==> src/rtl/mwr_pkg.sv <==
package mwr_pkg;

	// Width of the command code shifted out ahead of the address
	localparam int unsigned CODE_BITS = 4;

	// Command code after reset
	localparam logic [CODE_BITS-1:0] CODE_RESET = 4'hD;

	// Item operation codes
	typedef enum logic {
		OP_START = 1'b0,
		OP_TICK  = 1'b1
	} op_t;

	// Pin and status levels reported for one item
	typedef struct packed {
		logic cs;
		logic di;
		logic busy;
		logic valid;
	} flags_t;

endpackage

==> src/rtl/mwr_engine.sv <==
module mwr_engine #(
	parameter int unsigned ADDR_BITS = 7,
	parameter int unsigned DATA_BITS = 16
) (
	input  logic                              clk,
	input  logic                              arst_n,
	input  logic                              en,
	input  mwr_pkg::op_t                      op,
	input  logic [ADDR_BITS-1:0]              address,
	input  logic                              do_bit,
	input  logic [mwr_pkg::CODE_BITS-1:0]     cmd_code,
	output mwr_pkg::flags_t                   flags,
	output logic [DATA_BITS-1:0]              read_data
);

	localparam int unsigned CMD_BITS    = mwr_pkg::CODE_BITS + ADDR_BITS;
	localparam int unsigned TOTAL_TICKS = CMD_BITS + DATA_BITS;
	localparam int unsigned CNT_W       = $clog2(TOTAL_TICKS + 1);
	localparam logic [CNT_W-1:0] CMD_LAST  = CNT_W'(CMD_BITS);
	localparam logic [CNT_W-1:0] TICK_LAST = CNT_W'(TOTAL_TICKS);

	logic [CNT_W-1:0]     tick_q, tick_d, tick_inc;
	logic [CMD_BITS-1:0]  cmd_q, cmd_d;
	logic [DATA_BITS-1:0] data_q, data_d;
	logic                 busy_q, busy_d;
	logic                 sel_q, sel_d;
	logic                 di_d, valid_d;

	// Work out the state after this item
	always_comb begin
		tick_d   = tick_q;
		cmd_d    = cmd_q;
		data_d   = data_q;
		busy_d   = busy_q;
		sel_d    = sel_q;
		di_d     = 1'b0;
		valid_d  = 1'b0;
		tick_inc = tick_q + CNT_W'(1);
		if (op == mwr_pkg::OP_START) begin
			// start is dropped while a read is running
			if (!busy_q) begin
				busy_d = 1'b1;
				sel_d  = 1'b1;
				tick_d = '0;
				data_d = '0;
				cmd_d  = {cmd_code, address};
			end
		end else if (busy_q) begin
			if (tick_q < CMD_LAST) begin
				di_d  = cmd_q[CMD_BITS-1];
				cmd_d = {cmd_q[CMD_BITS-2:0], 1'b0};
			end else begin
				data_d = {data_q[DATA_BITS-2:0], do_bit};
			end
			tick_d = tick_inc;
			if (tick_inc >= TICK_LAST) begin
				valid_d = 1'b1;
				busy_d  = 1'b0;
				tick_d  = '0;
			end
		end
	end

	// Commit the state for each transaction
	always_ff @(posedge clk or negedge arst_n) begin
		if (!arst_n) begin
			tick_q <= '0;
			cmd_q  <= '0;
			data_q <= '0;
			busy_q <= 1'b0;
			sel_q  <= 1'b0;
		end else if (en) begin
			tick_q <= tick_d;
			cmd_q  <= cmd_d;
			data_q <= data_d;
			busy_q <= busy_d;
			sel_q  <= sel_d;
		end
	end

	assign flags.cs    = sel_d;
	assign flags.di    = di_d;
	assign flags.busy  = busy_d;
	assign flags.valid = valid_d;
	assign read_data   = data_d;

`ifndef SYNTHESIS
	a_busy_selects: assert property (@(posedge clk) disable iff (!arst_n)
		busy_q |-> sel_q) else $error("read running without chip select");
	a_idle_count: assert property (@(posedge clk) disable iff (!arst_n)
		!busy_q |-> (tick_q == '0)) else $error("tick count not cleared when idle");
	a_count_bound: assert property (@(posedge clk) disable iff (!arst_n)
		tick_q < TICK_LAST) else $error("tick count beyond read length");
	a_valid_ends: assert property (@(posedge clk) disable iff (!arst_n)
		(en && flags.valid) |=> !busy_q) else $error("read still busy after word");
`endif

endmodule

==> src/rtl/microwire_eeprom_read_master.sv <==
// Microwire serial EEPROM read master.
// Input channel (in_valid/in_ready): op, address, do_bit. A start item
// (op = 0) selects the chip and loads the read code and address; a start
// during a read is dropped. Each tick item (op = 1) is one serial clock
// period: the first 4 + ADDR_BITS ticks drive di_level with the command,
// the next DATA_BITS ticks shift do_bit into read_data, MSB first, and the
// last one raises data_valid. A tick while idle changes nothing.
// Output channel (out_valid/out_ready): one result per item with
// cs_level, di_level, busy_res, data_valid and read_data.
// Config channel (cfg_valid/cfg_ready/cfg_data): the 4-bit read code,
// always ready; write it only while no read is in progress.
// An accepted item passes through the input register, then the state update into
// the result register. Throughput: one item per cycle; while a result waits at the
// output the input register takes one more item and then in_ready drops.
// Reset clears the engine state and both valid flags, lowers the engine's chip
// select and sets the read code to 0xD; input and result payloads are not reset.
// When out_ready is low the result holds and the pipeline stops after the
// input register fills.
module microwire_eeprom_read_master #(
	parameter int unsigned ADDR_BITS = 7,
	parameter int unsigned DATA_BITS = 16
) (
	input  logic                          clk,
	input  logic                          arst_n,
	input  logic                          in_valid,
	output logic                          in_ready,
	input  logic                          op,
	input  logic [ADDR_BITS-1:0]          address,
	input  logic                          do_bit,
	output logic                          out_valid,
	input  logic                          out_ready,
	output logic                          cs_level,
	output logic                          di_level,
	output logic                          busy_res,
	output logic                          data_valid,
	output logic [DATA_BITS-1:0]          read_data,
	input  logic                          cfg_valid,
	output logic                          cfg_ready,
	input  logic [mwr_pkg::CODE_BITS-1:0] cfg_data
);

	logic                              v_s1;
	mwr_pkg::op_t                      op_s1;
	logic [ADDR_BITS-1:0]              address_s1;
	logic                              do_bit_s1;
	logic [mwr_pkg::CODE_BITS-1:0]     cmd_code_q;
	logic                              out_valid_q;
	mwr_pkg::flags_t                   flags_q, flags_c;
	logic [DATA_BITS-1:0]              data_q, data_c;
	logic                              adv;

	// Advance the input stage when the result register is free
	assign adv      = v_s1 && (!out_valid_q || out_ready);
	assign in_ready = !v_s1 || adv;

	// Hold the read code
	assign cfg_ready = 1'b1;
	always_ff @(posedge clk or negedge arst_n) begin
		if (!arst_n) begin
			cmd_code_q <= mwr_pkg::CODE_RESET;
		end else if (cfg_valid) begin
			cmd_code_q <= cfg_data;
		end
	end

	// Input register
	always_ff @(posedge clk or negedge arst_n) begin
		if (!arst_n) begin
			v_s1 <= 1'b0;
		end else if (in_ready) begin
			v_s1 <= in_valid;
		end
	end

	always_ff @(posedge clk) begin
		if (in_valid && in_ready) begin
			op_s1      <= mwr_pkg::op_t'(op);
			address_s1 <= address;
			do_bit_s1  <= do_bit;
		end
	end

	mwr_engine #(
		.ADDR_BITS(ADDR_BITS),
		.DATA_BITS(DATA_BITS)
	) u_engine (
		.clk      (clk),
		.arst_n   (arst_n),
		.en       (adv),
		.op       (op_s1),
		.address  (address_s1),
		.do_bit   (do_bit_s1),
		.cmd_code (cmd_code_q),
		.flags    (flags_c),
		.read_data(data_c)
	);

	// Result register
	always_ff @(posedge clk or negedge arst_n) begin
		if (!arst_n) begin
			out_valid_q <= 1'b0;
		end else if (adv) begin
			out_valid_q <= 1'b1;
		end else if (out_ready) begin
			out_valid_q <= 1'b0;
		end
	end

	always_ff @(posedge clk) begin
		if (adv) begin
			flags_q <= flags_c;
			data_q  <= data_c;
		end
	end

	assign out_valid  = out_valid_q;
	assign cs_level   = flags_q.cs;
	assign di_level   = flags_q.di;
	assign busy_res   = flags_q.busy;
	assign data_valid = flags_q.valid;
	assign read_data  = data_q;

endmodule
==> config.mk <==
export PLATFORM = sky130hd
export DESIGN_NAME = microwire_eeprom_read_master
export DESIGN_NICKNAME = d
export VERILOG_FILES = /design/src/rtl/mwr_pkg.sv /design/src/rtl/mwr_engine.sv /design/src/rtl/microwire_eeprom_read_master.sv
export SDC_FILE = /design/constraint.sdc
export NUM_CORES = 1
export LEC_CHECK = 0
export ABC_CLOCK_PERIOD_IN_PS = 2800
export BUFFER_PORTS_ARGS = -buffer_cell sky130_fd_sc_hd__clkbuf_2
export CAP_MARGIN = 5
export CORE_UTILIZATION = 60
export CTS_BUF_LIST = sky130_fd_sc_hd__clkbuf_2
export CTS_CLUSTER_SIZE = 40
export DETAILED_ROUTE_END_ITERATION = 6
export GPL_TIMING_DRIVEN = 0
export PLACE_DENSITY = 0.82
export SLEW_MARGIN = 10
export SYNTH_ARGS = -nofsm -noshare
export SYNTH_HDL_FRONTEND = slang
export SYNTH_HIERARCHICAL = 1
export SYNTH_SLANG_ARGS = --single-unit
==> constraint.sdc <==
create_clock -name clk -period 2.8 [get_ports clk]
set_input_delay 0.42 -clock clk [delete_from_list [all_inputs] [get_ports clk]]
set_output_delay 0.42 -clock clk [all_outputs]
set_load 0.05 [all_outputs]
## After elaboration in Yosys (flattened, before gate mapping)

Cells that the tools add are included.

| storage, ports and cells | value |
|---|---|
| register bits after elaboration | 69 |
| bits of input ports | 18 |
| output and inout port bits | 23 |
| logic and storage cells | 53 |

| cells by class | value |
|---|---|
| add/sub/neg operators | 1 |
| $lt $le $gt $ge | 2 |
| equal/unequal tests | 3 |
| muxes and demuxes | 20 |
| reductions and logical operators | 11 |

Operators by type and width:

| operator | number |
|---|---|
| 16-bit 2-to-1 mux | 4 |
| 11-bit 2-to-1 mux | 4 |
| 5-bit 2-to-1 mux | 4 |
| 1-bit 2-to-1 mux | 8 |
| 3-bit AND reduction | 2 |
| 5-bit by 1-bit adder with 5-bit output (second input constant) | 1 |
| 5-bit greater-or-equal comparator (second input constant) | 1 |
| 5-bit by 4-bit < comparator with 1-bit output (second input constant) | 1 |
| 2-bit inequality test (second input constant) | 2 |
| 4-bit AND reduction | 1 |
| 1-bit logical AND | 2 |
| 1-bit zero test | 2 |
| 1-bit logical OR | 2 |
| 2-bit by 1-bit inequality test with 1-bit output (second input constant) | 1 |
| 2-bit AND reduction | 1 |
| 2-bit nonzero test | 1 |

## Longest topological paths before layout

| logic depth | value |
|---|---|
| word-level depth | 5 |
| gate-level depth with buffers | 9 |
| gate-level depth less buffers | 6 |

## By module

The synthesis kept the hierarchy.

By module, submodules not included:

| module | instances | cells each | area an instance (µm²) | sequential area each (µm²) |
|---|---|---|---|---|
| mwr_engine | 1 | 206 | 2,057.0 | 850.8 |
| microwire_eeprom_read_master | 1 | 47 | 1,132.3 | 1,024.7 |

## Worst setup path before layout

No wires, ideal clock.

| timing | value |
|---|---|
| kind | reg-to-reg |
| start point | reg out_valid_q (netlist: out_valid) |
| end point | reg u_engine.data_q[0] |
| library setup time | 0.121 ns |
| arrival | 2.189 ns |
| slack | 0.490 ns |
| cell stages (with the launch flop) | 7 |
| buffers on the path | 1 |
| clock period less this slack | 2.310 ns |
| path through | dfrtp_1 nand2b_1 and2_1 a21boi_1 o21ai_4 buf_4 a22o_1 |

| between the ends | value |
|---|---|
| word-level cells in the longest chain between the ends | 3 |

Ends and longest elaborated chain:

| what | RTL line | text |
|---|---|---|
| start: declaration | microwire_eeprom_read_master.sv:47 | `logic out_valid_q;` |
| start signal: assignment | microwire_eeprom_read_master.sv:101 | `out_valid_q <= 1'b0;` |
| start signal: assignment | microwire_eeprom_read_master.sv:103 | `out_valid_q <= 1'b1;` |
| start signal: assignment | microwire_eeprom_read_master.sv:105 | `out_valid_q <= 1'b0;` |
| 1-bit zero test | microwire_eeprom_read_master.sv:53 | `assign adv = v_s1 && (!out_valid_q \|\| out_ready);` |
| 1-bit logical OR | microwire_eeprom_read_master.sv:53 |  |
| 1-bit logical AND | microwire_eeprom_read_master.sv:53 |  |
| named net adv | microwire_eeprom_read_master.sv:50 | `logic adv;` |
| end signal: assignment | mwr_engine.sv:75 | `data_q <= data_d;` |
| end: declaration | mwr_engine.sv:24 | `logic [DATA_BITS-1:0] data_q, data_d;` |

The timed path passes the listed nets, and every way through them passes these cells.
A chain may end at the register's enable or synchronous reset.

## Final worst setup path

| timing | value |
|---|---|
| start point | reg out_valid_q (netlist: out_valid) |
| end point | reg u_engine.data_q[12] |

Same word-level chain as after synthesis.

==> flow_summary.toml <==
[placed_design]
dp.cells = 362
placed_cell_area_um2 = 3470
io_buffers = 39
place_hpwl_um = 3820
globalplace.congestion = 0.784

[critical_path]
r2r-start = "out_valid"
crit_path_end_kind = "flip-flop"
r2r_cells = 6
worstPathRequired_ns = 3.21
r2r_end = "u_engine/data_q[12]"
start_kind = "flip-flop"
r2r_setup_slack_ns = 0.36
crit_type = "flip-flop to flip-flop"
path_cells = "nand2b_1, and2_1, a21boi_1, o21ai_4, buf_4, a22o_1"
cp_slowest_cell = "and2_1"
crit_buf_inv = 1
cp_top_family = "simple AND/OR/NAND/NOR gates"
slowest_delay_ns = 0.89
worst_ep_arrival_time_ns = 2.85
critPathMaxFanout = 28

[synthesis]
yosysUniqueCellTypes = 49
synth_fp_nets = 274
synth_edf_count = 29
ys.flop_type = "dfrtp_1"
netlist_area_um2 = 3190
yosys_warnings = 6
synthArstFlopShare = 0.580
synth_area_per_cell_um2 = 12.6
synthCells = 253
ys_seq_area_frac = 0.588
yosys_register_bits = 69

[grt]
grtUsageMet1 = 0.310
grt_pass1_wl_um = 9670
antenna_found_initial = 0
grt_usage = 0.240
grt_max_degree = 41
grt_pass1_vias = 2100
met2_usage = 0.372
grt.overflow.total = 0
grt_use_met3 = 0.0482
grt-busiest-layer = "met2"

[clocking]
cts_made_buffers = 9
post_cts_buffers = 0
ctsHoldBuffers = 0
clkTransAtPathRegs_ns = 0.21
clkSinkCount = 69
cts_root_buf = "clkbuf_2"
insertion_delay_ns = 0.53
cts_buffer_depth = 2
cts_tree = "yes"
cts.htree.levels = 3
post_cts_resized = 0

[pwr]
clkPwrFrac = 0.222
p_total_uw = 2930
p_sw_frac = 0.355
seqPwrFrac = 0.494
p_comb_frac = 0.284
cellLeakagePower_uw = 0.00155
vdd_drop_max_mv = 0.568
p_int_uw = 1890
switchingPower_uw = 1040
power_density_nw_per_um2 = 811

[die]
die_area_um2 = 5610
core_um2 = 5110
row_count = 26
ios = 41
die_x_um = 74.9
initial_core_util = 0.624
chipHeight_um = 74.9

[layout]
fill_cells = 373
fin_cells = 378
syn2layout_area_growth_pct = 13.1
drive_gt1_frac = 0.282
final_nets = 324
antennaDiodeCount = 0
design_area_um2 = 3610

[timing]
final-setup-viol-count = 0
maxSlewViolCount = 0
grt_setup_unrepaired = "no"
fmax_ghz = 0.410
fin_tns_setup_ns = 0
finalClockSkew_ns = 0.0285
min_period_ns = 2.44
period_share = 0.871
worst_pin_slew_ns = 1.14
hold_violations = 0
timing.hold.ws_ns = 0.0176
maxSlewHeadroom = 0.242

[job]
cap_viol_max_count = 0

[status]
status = "finished, final reports clean"

[route]
drt_iter0_markers = 187
drcViolationCount = 0
drt-pass1-iter-count = 4
wl_um = 5820
wire_per_inst_um = 15.4
drtAntennaViolNets = 0
vias_per_cell = 5.82
dr_total_vias = 2199

[min_path]
hold_path.class = "input port to async pin"
final cells by class:
class	count	area, um2	area share
multi-input cells	157	1160	0.322
clock buffers	9	45.0	0.0125
repair buffers	39	195	0.0541
well taps	70	87.6	0.0243
plain buffers	23	138	0.0382
flip-flops and latches	69	1880	0.520
inverters	4	15.0	0.00416
clock inverters	7	90.1	0.0250
how the worst max path moves through the flow:
stage | cells after the start | startpoint | end
2_1_floorplan | 6 | out_valid | u_engine/data_q[0]
3_3_place_gp | 7 | out_ready | u_engine/data_q[12]
3_5_place_dp | 7 | out_ready | u_engine/data_q[12]
4_1_cts | 6 | out_valid | u_engine/data_q[12]
5_1_grt | 5 | out_valid | u_engine/tick_q[2]
6_report | 6 | out_valid | u_engine/data_q[12]
state kept, by name (all words and copies together), names as in the netlist:
name and count:
busy_res 1, data_valid 1, u_engine/sel_q 1, cs_level 1, u_engine/cmd_q 11, cmd_code_q 4, read_data 16, di_level 1
u_engine/busy_q 1, v_s1 1, do_bit_s1 1, out_valid 1, op_s1 1, u_engine/data_q 16, u_engine/tick_q 5, address_s1 7
worst reg2reg max path, delay by kind of cell (launching register included):
| kind | cells | cell delay (ns) |
|---|---|---|
| buffers and inverters | 1 | 0.19 |
| and+or+nand+nor | 2 | 0.99 |
| DFF | 1 | 0.47 |
| AOI/OAI and AO/OA | 3 | 0.67 |
kinds of logic after synthesis:
family / count (synthesis) / synth area share
AOI/OAI and AO/OA: 79 / 0.205
xor gates and xnor gates: 4 / 0.0110
adders and majority gates: 3 / 0.0118
buffers and inverters: 27 / 0.0479
DFF: 69 / 0.588
muxes: 14 / 0.0455
other: 1 / 0.00118
and+or+nand+nor: 56 / 0.0898
synth_stat cells, types with 4 or more instances:
library cell | count | share of area
edfxtp_1 | 29 | 0.27
o21ai_0 | 6 | 0.0094
mux2_2 | 4 | 0.014
nand2_1 | 34 | 0.040
o21ai_1 | 8 | 0.013
nand3_1 | 5 | 0.0078
dfrtp_1 | 37 | 0.29
clkbuf_1 | 4 | 0.0047
buf_4 | 8 | 0.019
o2bb2ai_1 | 16 | 0.044
mux2i_1 | 10 | 0.031
buf_1 | 4 | 0.0047
a22o_1 | 32 | 0.088
buf_2 | 5 | 0.0078
metal layers:
layer	up-vias	wire length (um)
met1	1060	2500
met5	-	0
met2	80	2830
li1	1042	-
met4	0	161
met3	17	332
per-stage QoR:
| stage | util | worst slack [ns] |
|---|---|---|
| 6_report | 0.706 | 0.360 |
| 3_5_place_dp | 0.680 | 0.279 |
| 5_1_grt | 0.706 | 0.135 |
| 2_1_floorplan | - | 0.490 |
| 3_3_place_gp | 0.680 | 0.357 |
| 4_1_cts | 0.706 | 0.345 |
power by group through the flow:
stage | sequential, uW | combinational (uW) | clock (uW)
after floorplan | 1570 | 523 | 0
after global placement | 1450 | 800 | 0
after detailed placement | 1460 | 827 | 0
after CTS | 1440 | 832 | 661
after global routing | 1470 | 916 | 712
final | 1450 | 831 | 650
cells in the final DEF (no fill, tap or decap), types with 2 or more instances in the layout:
cell type,netlist,routed
clkbuf_2,0,48
buf_4,8,8
xor2_1,3,3
edfxtp_1,29,29
buf_6,2,2
o31ai_1,2,2
nor3_2,2,2
buf_2,5,5
and2_1,2,2
inv_1,3,3
o2bb2ai_1,16,16
a22o_1,32,32
dfstp_2,3,3
buf_1,4,4
dfrtp_1,37,37
clkbuf_1,4,4
nor2_4,2,2
mux2_2,4,4
nand2_1,34,34
nor2_1,2,2
o21ai_1,8,8
o21ai_0,6,6
ha_1,3,3
clkinv_2,0,2
nand2b_1,3,3
nand3_1,5,5
bufinv_16,0,2
mux2i_1,10,10
Power figures use the tool's default switching activity.
